===== config.mk =====
export PLATFORM = sky130hd
export DESIGN_NAME = quoted_printable_decoder
export DESIGN_NICKNAME = d
export VERILOG_FILES = /design/src/rtl/qpd_pkg.sv /design/src/rtl/qpd_in_stage.sv /design/src/rtl/qpd_core.sv /design/src/rtl/qpd_out_stage.sv /design/src/rtl/quoted_printable_decoder.sv
export SDC_FILE = /design/constraint.sdc
export NUM_CORES = 1
export LEC_CHECK = 0
export ABC_AREA = 1
export BUFFER_PORTS_ARGS = -buffer_cell sky130_fd_sc_hd__buf_2
export CAP_MARGIN = 20
export CORE_ASPECT_RATIO = 0.6
export CORE_MARGIN = 5
export CORE_UTILIZATION = 42
export CTS_CLUSTER_DIAMETER = 50
export DETAILED_ROUTE_END_ITERATION = 8
export PLACE_DENSITY = 0.63
export SLEW_MARGIN = 20
export SYNTH_ARGS = -nofsm -noshare
export SYNTH_HDL_FRONTEND = slang
export SYNTH_SLANG_ARGS = --single-unit

===== constraint.sdc =====
create_clock -name clk_i -period 2.5 [get_ports clk_i]
set_input_delay 0.375 -clock clk_i [delete_from_list [all_inputs] [get_ports clk_i]]
set_output_delay 0.375 -clock clk_i [all_outputs]
set_load 0.02 [all_outputs]

===== src/rtl/qpd_pkg.sv =====
// Types, character codes and phase codes of the quoted-printable decoder.
package qpd_pkg;

  localparam logic [7:0] CharEq = 8'h3D;
  localparam logic [7:0] CharCr = 8'h0D;
  localparam logic [7:0] CharLf = 8'h0A;

  // Decode phase codes.
  localparam logic [2:0] PhPlain   = 3'd0;
  localparam logic [2:0] PhEq      = 3'd1;
  localparam logic [2:0] PhHex2    = 3'd2;
  localparam logic [2:0] PhCr      = 3'd3;
  localparam logic [2:0] PhDiscard = 3'd4;

  typedef struct packed {
    logic [7:0] in_byte;
    logic       is_final;
  } item_t;

  typedef struct packed {
    logic [7:0] out_byte;
    logic       byte_valid;
    logic       message_end;
    logic       bad_escape;
  } result_t;

  // {ok, value}: ok is 0 when c is not a hex digit.
  function automatic logic [4:0] hex_digit(input logic [7:0] c);
    logic [4:0] r;
    r = 5'd0;
    if (c >= 8'h30 && c <= 8'h39) begin
      r = {1'b1, c[3:0]};
    end else if ((c >= 8'h41 && c <= 8'h46) || (c >= 8'h61 && c <= 8'h66)) begin
      r = {1'b1, c[3:0] + 4'd9};
    end
    return r;
  endfunction

endpackage


===== src/rtl/qpd_in_stage.sv =====
// Input register of the quoted-printable decoder.
module qpd_in_stage (
  input  logic            clk_i,
  input  logic            rst_ni,
  input  logic            in_valid_i,
  input  qpd_pkg::item_t  item_i,
  input  logic            advance_i,
  output logic            valid_o,
  output qpd_pkg::item_t  item_o
);

  logic           valid_q, valid_d;
  qpd_pkg::item_t item_q;
  logic           load;

  // Loads when the register is empty or the held request moves on.
  assign load = in_valid_i && (!valid_q || advance_i);

  always_comb begin
    valid_d = valid_q;
    if (load) begin
      valid_d = 1'b1;
    end else if (advance_i) begin
      valid_d = 1'b0;
    end
  end

  always_ff @(posedge clk_i or negedge rst_ni) begin
    if (!rst_ni) begin
      valid_q <= 1'b0;
    end else begin
      valid_q <= valid_d;
    end
  end

  always_ff @(posedge clk_i) begin
    if (load) begin
      item_q <= item_i;
    end
  end

  assign valid_o = valid_q;
  assign item_o  = item_q;

endmodule


===== src/rtl/qpd_core.sv =====
// Decode logic and phase state of the quoted-printable decoder.
module qpd_core (
  input  logic              clk_i,
  input  logic              rst_ni,
  input  qpd_pkg::item_t    item_i,
  input  logic              fire_i,
  output logic              has_res_o,
  output qpd_pkg::result_t  res_o
);

  logic [2:0] phase_q, phase_d;
  logic [3:0] nib_q, nib_d;
  logic [2:0] eff;
  logic [4:0] hx;
  logic [7:0] c;
  logic       fin;

  assign c   = item_i.in_byte;
  assign fin = item_i.is_final;
  assign hx  = qpd_pkg::hex_digit(c);
  // After '=' CR, anything but LF is treated as plain text.
  assign eff = (phase_q == qpd_pkg::PhCr) ? qpd_pkg::PhPlain : phase_q;

  always_comb begin
    phase_d   = phase_q;
    nib_d     = nib_q;
    has_res_o = 1'b0;
    res_o     = '0;
    if (phase_q == qpd_pkg::PhCr && c == qpd_pkg::CharLf) begin
      phase_d           = qpd_pkg::PhPlain;
      has_res_o         = fin;
      res_o.message_end = 1'b1;
    end else begin
      unique case (eff)
        qpd_pkg::PhEq: begin
          if (fin) begin
            has_res_o         = 1'b1;
            res_o.message_end = 1'b1;
            phase_d           = qpd_pkg::PhPlain;
          end else if (c == qpd_pkg::CharCr) begin
            phase_d = qpd_pkg::PhCr;
          end else if (c == qpd_pkg::CharLf) begin
            phase_d = qpd_pkg::PhPlain;
          end else if (!hx[4]) begin
            has_res_o        = 1'b1;
            res_o.bad_escape = 1'b1;
            phase_d          = qpd_pkg::PhDiscard;
          end else begin
            nib_d   = hx[3:0];
            phase_d = qpd_pkg::PhHex2;
          end
        end
        qpd_pkg::PhHex2: begin
          has_res_o         = 1'b1;
          res_o.message_end = fin;
          nib_d             = 4'd0;
          if (!hx[4]) begin
            res_o.bad_escape = 1'b1;
            phase_d          = qpd_pkg::PhDiscard;
          end else begin
            res_o.out_byte   = {nib_q, hx[3:0]};
            res_o.byte_valid = 1'b1;
            phase_d          = qpd_pkg::PhPlain;
          end
        end
        qpd_pkg::PhDiscard: begin
          has_res_o         = fin;
          res_o.message_end = 1'b1;
        end
        default: begin
          if (c == qpd_pkg::CharEq) begin
            has_res_o         = fin;
            res_o.message_end = 1'b1;
            phase_d           = qpd_pkg::PhEq;
          end else begin
            has_res_o         = 1'b1;
            res_o.out_byte    = c;
            res_o.byte_valid  = 1'b1;
            res_o.message_end = fin;
            phase_d           = qpd_pkg::PhPlain;
          end
        end
      endcase
    end
    if (fin) begin
      phase_d = qpd_pkg::PhPlain;
      nib_d   = 4'd0;
    end
  end

  always_ff @(posedge clk_i or negedge rst_ni) begin
    if (!rst_ni) begin
      phase_q <= qpd_pkg::PhPlain;
      nib_q   <= 4'd0;
    end else if (fire_i) begin
      phase_q <= phase_d;
      nib_q   <= nib_d;
    end
  end

endmodule


===== src/rtl/qpd_out_stage.sv =====
// Result register of the quoted-printable decoder.
module qpd_out_stage (
  input  logic              clk_i,
  input  logic              rst_ni,
  input  logic              load_i,
  input  qpd_pkg::result_t  res_i,
  input  logic              out_stall_i,
  output logic              free_o,
  output logic              out_valid_o,
  output qpd_pkg::result_t  res_o
);

  logic             valid_q, valid_d;
  qpd_pkg::result_t res_q;

  assign free_o = !valid_q || !out_stall_i;

  always_comb begin
    valid_d = valid_q;
    if (load_i) begin
      valid_d = 1'b1;
    end else if (!out_stall_i) begin
      valid_d = 1'b0;
    end
  end

  always_ff @(posedge clk_i or negedge rst_ni) begin
    if (!rst_ni) begin
      valid_q <= 1'b0;
    end else begin
      valid_q <= valid_d;
    end
  end

  always_ff @(posedge clk_i) begin
    if (load_i) begin
      res_q <= res_i;
    end
  end

  assign out_valid_o = valid_q;
  assign res_o       = res_q;

endmodule


===== src/rtl/quoted_printable_decoder.sv =====
// Top level of the quoted-printable decoder: input register, decode, result register.
//
// Usage:
//   Input channel carries one encoded byte per request (in_byte_i) plus
//   is_final_i on the last byte of a message. Output channel carries at most
//   one result per input byte: a decoded byte (byte_valid_o), an error flag
//   (bad_escape_o) and message_end_o on the result of the last byte.
//   A request moves when valid is high and stall is low on its channel.
// Path: a byte is held in the input register, its result in the result register.
// Throughput: one byte per cycle while the output is not stalled; the decode phase
//   register is updated once per byte by combinational logic, which sets this rate.
//   Bytes that give no result (escape introducers, soft line breaks,
//   discarded bytes) pass through without waiting for output space.
// Reset: asynchronous, active low; both stages empty, phase back to plain
//   text.
// Output stall: the result register holds its request; the input register
//   keeps taking bytes, and stalls the sender once it holds one that needs
//   the output.
module quoted_printable_decoder (
  input  logic       clk_i,
  input  logic       rst_ni,
  input  logic       in_valid_i,
  output logic       in_stall_o,
  input  logic [7:0] in_byte_i,
  input  logic       is_final_i,
  output logic       out_valid_o,
  input  logic       out_stall_i,
  output logic [7:0] out_byte_o,
  output logic       byte_valid_o,
  output logic       message_end_o,
  output logic       bad_escape_o
);

  qpd_pkg::item_t   in_item, s1_item;
  qpd_pkg::result_t dec_res, out_res;
  logic             s1_valid;
  logic             has_res;
  logic             out_free;
  logic             s1_go;

  assign in_item.in_byte  = in_byte_i;
  assign in_item.is_final = is_final_i;

  // Held byte moves on when it needs no output slot, or one is free.
  assign s1_go      = s1_valid && (!has_res || out_free);
  assign in_stall_o = s1_valid && !s1_go;

  qpd_in_stage u_in (
    .clk_i     (clk_i),
    .rst_ni    (rst_ni),
    .in_valid_i(in_valid_i),
    .item_i    (in_item),
    .advance_i (s1_go),
    .valid_o   (s1_valid),
    .item_o    (s1_item)
  );

  qpd_core u_core (
    .clk_i    (clk_i),
    .rst_ni   (rst_ni),
    .item_i   (s1_item),
    .fire_i   (s1_go),
    .has_res_o(has_res),
    .res_o    (dec_res)
  );

  qpd_out_stage u_out (
    .clk_i      (clk_i),
    .rst_ni     (rst_ni),
    .load_i     (s1_go && has_res),
    .res_i      (dec_res),
    .out_stall_i(out_stall_i),
    .free_o     (out_free),
    .out_valid_o(out_valid_o),
    .res_o      (out_res)
  );

  assign out_byte_o    = out_res.out_byte;
  assign byte_valid_o  = out_res.byte_valid;
  assign message_end_o = out_res.message_end;
  assign bad_escape_o  = out_res.bad_escape;

endmodule


# Word level (Yosys, flattened, before mapping)

Index checks and enable logic that the tools add are counted.

Register bits after elaboration: 29
Input port bits: 13
Output and inout bits: 13
Logic and storage cells: 88

$add $sub $neg: 1
Order comparisons: 6
Equality and inequality tests: 13
Mux-type cells: 36
Reductions and logical operators: 22

Operator list:

| cell                                                | number |
|---|---|
| 2-to-1 mux 3 bit                                    | 7 |
| 2-to-1 mux 4 bit                                    | 5 |
| 2-to-1 mux 9 bit                                    | 2 |
| case mux 9 bit (2 select lines)                     | 1 |
| == test 8 x 4 -> 1 bit, second input constant       | 2 |
| >= comparator 8 x 7 -> 1 bit, second input constant | 2 |
| <= comparator 8 x 7 -> 1 bit, second input constant | 2 |
| 2-to-1 mux 1 bit                                    | 14 |
| 2-to-1 mux 5 bit                                    | 2 |
| case mux 3 bit (3 select lines)                     | 1 |
| == test 8 x 6 -> 1 bit, second input constant       | 1 |
| >= comparator 8 x 6 -> 1 bit, second input constant | 1 |
| <= comparator 8 x 6 -> 1 bit, second input constant | 1 |
| logical AND 1 bit                                   | 8 |
| case mux 4 bit (2 select lines)                     | 1 |
| == test 3 x 2 -> 1 bit, second input constant       | 2 |
| != test 3 x 2 -> 1 bit, second input constant       | 2 |
| != test 3 bit, second input constant                | 2 |
| case mux 1 bit (3 select lines)                     | 2 |
| AND reduction 6 bit                                 | 1 |
| logical NOT 1 bit                                   | 5 |
| adder 4 bit, second input constant                  | 1 |
| logical OR 1 bit                                    | 4 |
| == test 3 x 1 -> 1 bit, second input constant       | 1 |
| other kinds (8)                                     | 8 |

# Longest topological paths before layout

Gate-level depths: netlist (run 1).

Word-level depth: 17
Gate-level depth with buffers: 14
Gate-level depth less buffers: 14

# Cells and area by module

From an unflattened synthesis (run 1), not the netlist that was laid out.

Cells, all modules: 196
Area, all modules: 1651.6 um^2

Modules (own cells, without submodules):

| module                   | times used | cells an instance | area each (um^2) | sequential area each (um^2) |
|---|---|---|---|---|
| qpd_core                 | 1          | 159               | 932.1            | 175.2 |
| qpd_out_stage            | 1          | 15                | 371.6            | 355.3 |
| qpd_in_stage             | 1          | 15                | 319.1            | 295.3 |
| quoted_printable_decoder | 1          | 7                 | 28.8             | 0.0 |

# Worst setup path before layout (run 1)

OpenSTA, ideal clock, no wires.

Kind: reg-to-reg
From: reg u_in.item_q (netlist bit u_in.item_o[1])
To: reg u_out.res_q (netlist bit u_out.res_o[0]), enable pin
Library setup time: 339 ps
Data arrival time: 1612 ps
Required time: 2161 ps
Slack: 549 ps
Cell stages (with the launch flop): 11
Buffers on the path: 0
Clock period less this slack: 1951 ps
Path through: edfxtp_1 > inv_1 > ha_1 > inv_1 > nor2_2 > nand2_1 > nand3_2 > nand4_2 > nand2_4 > nand4_1 > inv_1

Cells in the longest elaborated chain, start to end: 15
Elaborated cells between the ends (all ways): 27
Classes of those cells: order compare (6); eq/ne (3); mux (9); reduce/logical (9)

RTL lines:

| item                                                                                | line                           | RTL |
|---|---|---|
| from (decl)                                                                         | qpd_in_stage.sv:13             | `qpd_pkg::item_t item_q;` |
| from (signal assigned)                                                              | qpd_in_stage.sv:38             | `item_q <= item_i;` |
| >= comparator 8 x 7 -> 1 bit / <= comparator 8 x 7 -> 1 bit (equally long branches) | qpd_pkg.sv:33                  | `end else if ((c >= 8'h41 && c <= 8'h46) \|\| (c >= 8'h61 && c <= 8'h66)) begin` |
| logical AND 1 bit                                                                   | qpd_pkg.sv:33                  |  |
| logical OR 1 bit                                                                    | qpd_pkg.sv:33                  |  |
| 2-to-1 mux 5 bit                                                                    | qpd_pkg.sv:33                  |  |
| 2-to-1 mux 5 bit                                                                    | qpd_pkg.sv:31                  | `if (c >= 8'h30 && c <= 8'h39) begin` |
| 2-to-1 mux 1 bit                                                                    | qpd_core.sv:44                 | `end else if (!hx[4]) begin` |
| 2-to-1 mux 1 bit                                                                    | qpd_core.sv:42                 | `end else if (c == qpd_pkg::CharLf) begin` |
| 2-to-1 mux 1 bit                                                                    | qpd_core.sv:40                 | `end else if (c == qpd_pkg::CharCr) begin` |
| 2-to-1 mux 1 bit                                                                    | qpd_core.sv:36                 | `if (fin) begin` |
| case mux 1 bit (3 select lines)                                                     | qpd_core.sv:34                 | `unique case (eff)` |
| 2-to-1 mux 1 bit *                                                                  | qpd_core.sv:29                 | `if (phase_q == qpd_pkg::PhCr && c == qpd_pkg::CharLf) begin` |
| logical NOT 1 bit                                                                   | quoted_printable_decoder.sv:45 | `assign s1_go = s1_valid && (!has_res \|\| out_free);` |
| logical OR 1 bit                                                                    | quoted_printable_decoder.sv:45 |  |
| logical AND 1 bit                                                                   | quoted_printable_decoder.sv:45 |  |
| logical AND 1 bit *                                                                 | quoted_printable_decoder.sv:70 | `.load_i (s1_go && has_res),` |
| named net u_out.load_i                                                              | qpd_out_stage.sv:5             | `input logic load_i,` |
| to (signal assigned)                                                                | qpd_out_stage.sv:37            | `res_q <= res_i;` |
| to (decl)                                                                           | qpd_out_stage.sv:14            | `qpd_pkg::result_t res_q;` |

The timed path passes the listed nets; every way through them passes the cells marked *.
A chain may end at the register's enable or synchronous reset.

# Worst setup path after layout (run 1)

From: reg u_in.item_q (netlist bit u_in.item_o[1])
To: out in_stall_o

Cells in the longest elaborated chain, start to end: 16
Elaborated cells between the ends (all ways): 28
Classes of those cells: order compare (6); eq/ne (3); mux (9); reduce/logical (10)

RTL lines:

| item                                                                                | line                           | RTL |
|---|---|---|
| >= comparator 8 x 7 -> 1 bit / <= comparator 8 x 7 -> 1 bit (equally long branches) | qpd_pkg.sv:33                  |  |
| logical AND 1 bit                                                                   | qpd_pkg.sv:33                  |  |
| logical OR 1 bit                                                                    | qpd_pkg.sv:33                  |  |
| 2-to-1 mux 5 bit                                                                    | qpd_pkg.sv:33                  |  |
| 2-to-1 mux 5 bit                                                                    | qpd_pkg.sv:31                  |  |
| 2-to-1 mux 1 bit                                                                    | qpd_core.sv:44                 |  |
| 2-to-1 mux 1 bit                                                                    | qpd_core.sv:42                 |  |
| 2-to-1 mux 1 bit                                                                    | qpd_core.sv:40                 |  |
| 2-to-1 mux 1 bit                                                                    | qpd_core.sv:36                 |  |
| case mux 1 bit (3 select lines)                                                     | qpd_core.sv:34                 |  |
| 2-to-1 mux 1 bit *                                                                  | qpd_core.sv:29                 |  |
| logical NOT 1 bit *                                                                 | quoted_printable_decoder.sv:45 |  |
| logical OR 1 bit *                                                                  | quoted_printable_decoder.sv:45 |  |
| logical AND 1 bit *                                                                 | quoted_printable_decoder.sv:45 |  |
| logical NOT 1 bit *                                                                 | quoted_printable_decoder.sv:46 | `assign in_stall_o = s1_valid && !s1_go;` |
| logical AND 1 bit *                                                                 | quoted_printable_decoder.sv:46 |  |
| to (decl)                                                                           | quoted_printable_decoder.sv:23 | `output logic in_stall_o,` |

Mark *: on every way between the ends. The rest lies on a longest branch, timed or not.

==> results_dict.tcl, run 1 <==
set metrics [dict create \
    status "completed" \
    floorplan.die_area_sq_um 5340 \
    cts_made_buffers 5 \
    slew_headroom_pct 74.6 \
    fin_crit_ps 2400 \
    synth.avg_cell_area_sq_um 9.30 \
    grt_antenna_before_repair 0 \
    cts_tree "built" \
    numClockSinks 29 \
    worst_hold_check_path_type "input pin to flop" \
    insertedDiodeCount 0 \
    path_class "flop to primary output" \
    drt_iter0_drc 171 \
    yosysUniqueCellTypes 31 \
    final_core_util_pct 52.7 \
    route.detailed.wl_per_inst_um 13.7 \
    chipHeight_um 58.6 \
    clock-skew-final_ps 6.23 \
    synth.ff_latch_count 29 \
    report.final.setup_viol 0 \
    most_frequent_cells_in_the_layout "41 x nand2_1, 24 x buf_2, 22 x inv_1" \
    finalNonFillerCells 262 \
    postLayoutCellArea_sq_um 1970 \
    leakage_nw 0.968 \
    layout-drive-gt1-share_pct 31.2 \
    path_clk_slew_ps 60 \
    core-area_sq_um 3740 \
    synth.yosys.warnings 0 \
    critical_path_fanouts_max 8 \
    most_common_library_cell_in_the_layout_ignoring_fill_and_taps "nand2_1" \
    setup_total_negative_slack_ps 0 \
    p_per_area_nw_per_um2 581 \
    use_met1_pct 20.5 \
    maxSlewViolCount 0 \
    nNetsFinal 231 \
    grt_pass1_wl_um 5870 \
    cp.arrival_ps 2020 \
    numPlacedInstances 249 \
    grtUsageMet2_pct 19.6 \
    irDropWorstVdd_mv 0.307 \
    timing.final.hold_violations 0 \
    critical_path_required_ps 2120 \
    postSynthCellCount 178 \
    min_period_over_period_pct 95.8 \
    met3_usage_pct 4.85 \
    via_count_of_the_first_global_routing_pass 1211 \
    max_slew.worst_pin.slew_ps 380 \
    synth_top_cell_area_share_pct 36.3 \
    insertion_delay_ps 280 \
    initial_cell_density_of_the_core_pct 44.2 \
    worstSetupEndpointType "primary output" \
    drv.max_cap_violation_count 0 \
    detail-route-antenna-nets 0 \
    yosysSeqAreaShare_pct 49.9 \
    overflow 0 \
    die_x_um 91.1 \
    area_growth_syn_to_layout_pct 19.3 \
    max-clock-path-buffers 2 \
    dpl-instance-area_sq_um 1840 \
    firstDrtPassIters 4 \
    post_synth_instance_area_sq_um 1660 \
    grt.total_usage_pct 14.1 \
    finalWeightedCongestion 0.955 \
    post_drt_via_cell_ratio 5.05 \
    maximum_operating_frequency_ghz 0.418 \
    most_crowded_layer_after_global_routing "met1" \
    place.port_buffers 25 \
    dp_worst_setup_slack_ps 269 \
    drcViolationCount 0 \
    synthesis.nets 195 \
    wl_um 3590 \
    maximum_number_of_pins_on_one_net_before_global_route_repair 12 \
    hpwlAfterDp_um 2890 \
    routed-via-count 1323 \
    post-synth-top-area-cell "edfxtp_1" \
    ios 26 \
    layout_setup_ws_ps 105 \
    depth_of_the_cts_h_tree 2 \
    startpoint_type "flop" \
    post_synth_main_area_contributors "edfxtp_1 36%, dfrtp_1 14%, nand2_1 9.3%, inv_1 5.4%, nand3_1 3.6%" \
    placement_rows 17 \
    clockRootBuffer "clkbuf_8" \
]
per-layer routing:
layer	routed length (um)	share of wire, %
met2	1410	39
met4	76	2.1
met3	252	7.0
met5	0	0
met1	1850	52
power by group:
part           internal [mW]  leakage (nW)  switching (mW)
Sequential             0.565         0.310          0.0305
Clock                  0.192        0.0450           0.172
Combinational         0.0627         0.613           0.125
what timing repair did:
item,CTS,global route
setup buffers,1,3
endpoints found under the setup margin,1,1
hold buffers,1,0
endpoints found under the hold margin,9,0
pin swaps,0,1
gates resized for setup,1,4
cells by family after synthesis:
| kind of cell | count (synthesis) | share of synthesized area [%] |
|---|---|---|
| buffers and inverters | 32 | 7.41 |
| flip-flops | 29 | 49.9 |
| XOR/XNOR | 1 | 0.529 |
| AO/OA/AOI/OAI | 16 | 6.05 |
| AND/OR/NAND/NOR | 96 | 33.1 |
| adder cells (fa/ha/maj) | 4 | 3.02 |
cells in the mapped netlist:
| cell | number |
|---|---|
| nand2_1 | 41 |
| inv_1 | 24 |
| edfxtp_1 | 20 |
| nand3_1 | 12 |
| nor2_1 | 12 |
| dfrtp_1 | 9 |
| nand4_1 | 9 |
| inv_2 | 6 |
| a21oi_1 | 5 |
| nand3_2 | 5 |
| ha_1 | 4 |
| nand2_4 | 4 |
| nand2_2 | 3 |
| nor2_2 | 3 |
| o21ai_0 | 3 |
| nand3_4 | 2 |
| o22ai_1 | 2 |
| a21o_1 | 1 |
| a22o_1 | 1 |
| a32o_1 | 1 |
| clkbuf_1 | 1 |
| inv_4 | 1 |
| nand4_2 | 1 |
| nor2_4 | 1 |
| nor2_8 | 1 |
| nor3_1 | 1 |
| nor3_4 | 1 |
| o21ai_1 | 1 |
| o21bai_1 | 1 |
| o22a_1 | 1 |
| xor2_1 | 1 |
registers in the layout, summed over array words and instances (netlist names):
signal,flops
u_out.out_valid_o,1
u_core.nib_q,4
u_in.valid_o,1
u_out.res_o,11
u_in.item_o,9
u_core.phase_q,3
worst max-delay path, cell delays in order (launching register included):
cell and delay (ps):
edfxtp_1 440, buf_4 160, ha_1 230, nand3_1 120, nand2_2 80, nand2_4 130, nand4_4 120, nand2_4 100
nand4_1 120, inv_1 100, buf_4 140
per-stage QoR:
step | hold WS, ps | power, mW
finish | 266 | 1.15
detailed placement | 237 | 0.784
floorplan | 79.4 | 0.721
global route | 257 | 1.20
CTS | 263 | 1.15
global placement | 232 | 0.779
final timing paths:
check	from	to	slack (ps)	depth (start not counted)
setup / recovery	u_in.item_o[1]	in_stall_o	100	10
hold / removal	in_byte_i[5]	u_in.item_o[6]	270	1
setup reg to reg	u_in.item_o[1]	u_in.item_o[1]	300	11
hold reg to reg	u_core.nib_q[3]	u_core.nib_q[3]	490	2
max in group asynchronous	rst_ni	u_in.valid_o	1830	2
min in group asynchronous	rst_ni	u_core.nib_q[3]	480	2
area by class of cell:
class	count	area (sq um)
Fill cell	359	1770
Clock inverter	2	10.0
Tap cell	47	58.8
Sequential cell	29	826
Timing Repair Buffer	30	168
Inverter	31	119
Multi-Input combinational cell	117	721
Clock buffer	6	72.6
(Power assumes the default switching activity.)
==> run 2: changes to the inputs <==
--- a/config.mk
+++ b/config.mk
@@ -9,7 +9,6 @@
 export BUFFER_PORTS_ARGS = -buffer_cell sky130_fd_sc_hd__buf_2
 export CAP_MARGIN = 20
 export CORE_ASPECT_RATIO = 0.6
-export CORE_MARGIN = 5
 export CORE_UTILIZATION = 42
 export CTS_CLUSTER_DIAMETER = 50
 export DETAILED_ROUTE_END_ITERATION = 8
==> run 2 against run 1 <==
Against the previous run:
- clock skew barely moved
- global-route usage rose by 3.5 points
- final area rose by 0.13%
- sequential power barely moved
- largest cell class unchanged
- utilization rose by 0.37 points
- via count fell by 1.2%
- register-to-register slack barely moved
- flip-flop and latch count did not move
- worst setup slack improved by 56 ps
- highest routed layer unchanged
- total power rose by 4.5%
- critical endpoint unchanged
- final cell count did not move
==> results_dict.tcl, run 2 (synthesized netlist as in run 1, its figures left out) <==
set metrics [dict create \
    status "completed" \
    min_to "u_in.item_o[0]" \
    worstReg2RegEnd "u_out.res_o[3]" \
    worstSetupEndpointType "primary output" \
    placement_rows 17 \
    timing.final.hold_violations 0 \
    maximum_number_of_pins_on_one_net_before_global_route_repair 12 \
    power.share.clock_pct 34.9 \
    slew_headroom_pct 74.4 \
    multiInputGateArea_sq_um 707 \
    chipHeight_um 50.6 \
    max_slew.worst_pin.slew_ps 383 \
    path_class "flop to primary output" \
    drcViolationCount 0 \
    irDropWorstVdd_mv 0.341 \
    maxSlewViolCount 0 \
    clockRootBuffer "clkbuf_8" \
    internal_power_summed_over_all_cells_uw 876 \
    path_clk_slew_ps 60 \
    power.share.combinational_pct 15.5 \
    reg2regPathDepth 10 \
    insertion_delay_ps 280 \
    largest_reg_flops 11 \
    floorplan.die_area_sq_um 4200 \
    min_period_over_period_pct 93.6 \
    fin_crit_ps 2340 \
    power_frac_seq_pct 49.6 \
    dr.max_layer_used "met4" \
    grt_pass1_wl_um 5640 \
    p_per_area_nw_per_um2 606 \
    place.port_buffers 25 \
    cts_tree "built" \
    area_growth_syn_to_layout_pct 19.4 \
    numClockSinks 29 \
    setup_total_negative_slack_ps 0 \
    startpoint_type "flop" \
    most_frequent_cells_in_the_layout "41 x nand2_1, 25 x buf_2, 22 x inv_1" \
    most_common_library_cell_in_the_layout_ignoring_fill_and_taps "nand2_1" \
    route.detailed.wl_per_inst_um 12.7 \
    detail-route-antenna-nets 0 \
    finalHoldWorstSlack_ps 272 \
    finalWeightedCongestion 0.899 \
    final_core_util_pct 53.1 \
    grt.total_usage_pct 17.6 \
    core-area_sq_um 3720 \
    drt_iter0_drc 110 \
    total_net_switching_power_uw 323 \
    finalNonFillerCells 262 \
    cts_made_buffers 5 \
    nNetsFinal 231 \
    cp.arrival_ps 1960 \
    reg2reg_slack_ps 300 \
    hpwlAfterDp_um 2710 \
    numPlacedInstances 249 \
    wl_met3_um 294 \
    initial_cell_density_of_the_core_pct 44.5 \
    routed-via-count 1307 \
    die_x_um 83.1 \
    critical_path_fanouts_max 4 \
    insertedDiodeCount 0 \
    worstHoldStart "is_final_i" \
    fillCellCount 347 \
    critical_path.startpoint "u_in.item_o[1]" \
    startpoint_of_the_lowest_slack_register_to_register_path "u_in.item_o[1]" \
    via_count_of_the_first_global_routing_pass 1242 \
    max-clock-path-buffers 2 \
    post_drt_via_cell_ratio 4.99 \
    power.switching_fraction_pct 27.0 \
    ios 26 \
    firstDrtPassIters 4 \
    depth_of_the_cts_h_tree 2 \
    critical_path_required_ps 2120 \
    met1_length_um 1620 \
    report.final.setup_viol 0 \
    clock-skew-final_ps 6.67 \
    maximum_operating_frequency_ghz 0.428 \
    grt_antenna_before_repair 0 \
    met2_wirelength_um 1410 \
    worst_hold_check_path_type "input pin to flop" \
    leakage_nw 0.978 \
    power.total_mw 1.20 \
    area.sequential_sq_um 826 \
    drv.max_cap_violation_count 0 \
    layout-drive-gt1-share_pct 31.2 \
    wl_um 3340 \
    whs_path_depth 1 \
    overflow 0 \
]
## run 2: cell types whose count changed in the layout (fill, tap and decap cells not counted)
cell	before	now
clkbuf_8	5	7
clkinv_2	2	1
clkbuf_1	1	0
nand3_2	6	5
nand4_4	1	0
buf_2	24	25
buf_4	5	4
nand4_2	0	1
nand3_1	11	12
## run 2: cell type report
type	count	share of cell area, %
clock inverters	1	0.253
multi-input cells	117	35.8
repair buffers	30	8.35
inverters	31	6.01
flip-flops and latches	29	41.8
well taps	47	2.97
clock buffers	7	4.87
## run 2: what timing repair did
item / CTS / global route
gates resized for setup: 0 / 2
setup endpoints to repair: 0 / 1
buffers inserted: 0 / 4
hold endpoints to repair: 9 / 0
hold buffers: 1 / 0
## run 2: metal layers
metal	vias up	GRT usage [%]
li1	665	-
met1	592	24.9
met2	48	25.7
met3	2	4.93
met4	0	6.90
met5	-	0
## run 2: worst max path at each step
stage                     slack (ps)              to  depth (start not counted)
final                            160      in_stall_o                         11
after global routing             -20      in_stall_o                         11
after CTS                         90      in_stall_o                         11
after detailed placement         280  u_out.res_o[4]                         10
after global placement           340  u_in.item_o[1]                         10
after floorplan                  550  u_out.res_o[0]                         10
## run 2: power groups by stage
stage               combinational, mW  sequential [mW]  clock, mW
finish                          0.186            0.595      0.418
global route                    0.208            0.599      0.452
CTS                             0.179            0.595      0.429
detailed placement              0.178            0.604          0
global placement                0.175            0.602          0
floorplan                      0.0989            0.623          0
## run 2: per-stage QoR
step                instance area [sq um]  setup slack [ps]
floorplan                            1660               549
global placement                     1840               342
finish                               1980               161
CTS                                  1950              88.9
detailed placement                   1840               275
global route                         1980             -19.1
## run 2: critical path, stage by stage, from the launching register on
cell and delay (ps):
edfxtp_1 440, inv_2 120, ha_1 150, inv_1 50, nor2_2 120, nand2_1 80
nand3_2 120, nand4_2 160, nand2_4 110, nand4_1 100, inv_1 80, buf_2 150
==> run 3: changes to the inputs <==
--- a/config.mk
+++ b/config.mk
@@ -13,6 +13,7 @@
 export CTS_CLUSTER_DIAMETER = 50
 export DETAILED_ROUTE_END_ITERATION = 8
 export PLACE_DENSITY = 0.63
+export REMOVE_ABC_BUFFERS = 1
 export SLEW_MARGIN = 20
 export SYNTH_ARGS = -nofsm -noshare
 export SYNTH_HDL_FRONTEND = slang
==> run 3 against run 2 <==
Against the previous run:
- worst hold slack worse by 0.95 ps
- clock skew up 0.63 ps
- count of clock-buffer cells in the layout down 1
- utilization is 1.2 points higher
- final cell count grew 1.5%
- sequential share of layout area decreased by 0.96 points
- final area rose by 2.3%
- largest cell class unchanged
==> results_dict.tcl, run 3 (synthesized netlist as in run 1, its figures left out) <==
set metrics [dict create \
    routed-via-count 1406 \
    power_frac_seq_pct 47.9 \
    irDropWorstVdd_mv 0.302 \
    maximum_operating_frequency_ghz 0.422 \
    startpoint_type "flop" \
    grt_setup_unrepaired "false" \
    layout-drive-gt1-share_pct 31.5 \
    core-area_sq_um 3720 \
    post_drt_via_cell_ratio 5.29 \
    layout_setup_ws_ps 130 \
    worstReg2RegEnd "u_in.item_o[2]" \
    dpl-instance-area_sq_um 1840 \
    min_to "u_in.item_o[7]" \
    numClockSinks 29 \
    floorplan.die_area_sq_um 4200 \
    reg2regPathDepth 9 \
    placement_rows 17 \
    clock-skew-final_ps 7.30 \
    internal_power_summed_over_all_cells_uw 923 \
    ios 26 \
    worstSetupEndpointType "primary output" \
    path_class "flop to primary output" \
    critical_path_fanouts_max 4 \
    firstDrtPassIters 5 \
    via_count_of_the_first_global_routing_pass 1177 \
    slew_headroom_pct 73.3 \
    clockRootBuffer "clkbuf_8" \
    most_common_library_cell_in_the_layout_ignoring_fill_and_taps "nand2_1" \
    power.total_mw 1.24 \
    drv.max_cap_violation_count 0 \
    worstHoldStart "in_byte_i[6]" \
    power.switching_fraction_pct 25.9 \
    wl_um 3550 \
    path_clk_slew_ps 60 \
    setup_total_negative_slack_ps 0 \
    nNetsFinal 235 \
    cts_made_buffers 5 \
    area_growth_syn_to_layout_pct 22.2 \
    place.port_buffers 25 \
    largest_reg_flops 11 \
    drt_iter0_drc 224 \
    timing.final.hold_violations 0 \
    detail-route-antenna-nets 0 \
    leakage_nw 0.994 \
    startpoint_of_the_lowest_slack_register_to_register_path "u_in.item_o[2]" \
    drcViolationCount 0 \
    hpwlAfterDp_um 2710 \
    chipHeight_um 50.6 \
    critical_path_required_ps 2120 \
    status "completed" \
    whs_path_depth 1 \
    total_net_switching_power_uw 322 \
    grt.total_usage_pct 17.7 \
    postLayoutCellArea_sq_um 2020 \
    power.share.combinational_pct 15.4 \
    grt_pass1_wl_um 5630 \
    worst_hold_check_path_type "input pin to flop" \
    critical_path.startpoint "u_in.item_o[1]" \
    power.share.clock_pct 36.7 \
    p_per_area_nw_per_um2 615 \
    overflow 0 \
    dp_worst_setup_slack_ps 277 \
    maximum_number_of_pins_on_one_net_before_global_route_repair 12 \
    most_frequent_cells_in_the_layout "41 x nand2_1, 24 x buf_2, 22 x inv_1" \
    reg2reg_slack_ps 310 \
    grt_antenna_before_repair 0 \
    final_core_util_pct 54.4 \
    min_period_over_period_pct 94.8 \
    max-clock-path-buffers 2 \
    die_x_um 83.1 \
    initial_cell_density_of_the_core_pct 44.5 \
    max_slew.worst_pin.slew_ps 401 \
    maxSlewViolCount 0 \
    depth_of_the_cts_h_tree 2 \
    report.final.setup_viol 0 \
    cts_tree "built" \
    fin_crit_ps 2370 \
    insertion_delay_ps 280 \
    insertedDiodeCount 0 \
    finalWeightedCongestion 0.849 \
    cp.arrival_ps 2000 \
    route.detailed.wl_per_inst_um 13.4 \
]
## run 3: power by group through the flow
stage / clock network, mW / logic (mW) / registers (mW)
after global placement: 0 / 0.176 / 0.602
after CTS: 0.463 / 0.180 / 0.595
after detailed placement: 0 / 0.178 / 0.603
after floorplan: 0 / 0.0929 / 0.627
after global routing: 0.484 / 0.212 / 0.600
final: 0.457 / 0.191 / 0.596
## run 3: per-stage QoR
| step | hold slack, ps | cells |
|---|---|---|
| after global placement | 231 | 249 |
| after global routing | 268 | 266 |
| after floorplan | 79.4 | 177 |
| after CTS | 268 | 258 |
| after detailed placement | 239 | 249 |
| final | 271 | 266 |
## run 3: layout make-up
type | count | area (sq um)
sequential | 29 | 826
inverter | 31 | 119
multi-input combinational | 117 | 716
tap | 47 | 58.8
clock buffer | 6 | 72.6
clock inverter | 2 | 33.8
fill | 323 | 1700
timing repair buffer | 34 | 198
## run 3: what timing repair did
item,CTS,global route
hold buffers,1,0
hold endpoints to repair,9,0
setup buffers,0,8
endpoints found under the setup margin,0,1
gates resized for setup,0,4
## run 3: routing by layer
metal | share of wire (%) | track usage (%) | up-vias
li1 | - | - | 680
met1 | 46 | 24.9 | 630
met2 | 40 | 25.4 | 86
met3 | 12 | 6.91 | 10
met4 | 1.4 | 4.02 | 0
met5 | 0 | 0 | -
## run 3: how the worst max path moves through the flow
| stage | to |
|---|---|
| detailed placement | u_in.item_o[2] |
| global placement | u_in.item_o[1] |
| CTS | in_stall_o |
| finish | in_stall_o |
| floorplan | u_out.res_o[0] |
| global route | in_stall_o |
## run 3: worst max-delay path: stages (launching register included)
cell	delay, ps
edfxtp_1	440
ha_1	270
nand3_1	110
a21o_1	220
nand4_4	130
nand2_4	100
nand4_1	190
inv_1	110
buf_4	140
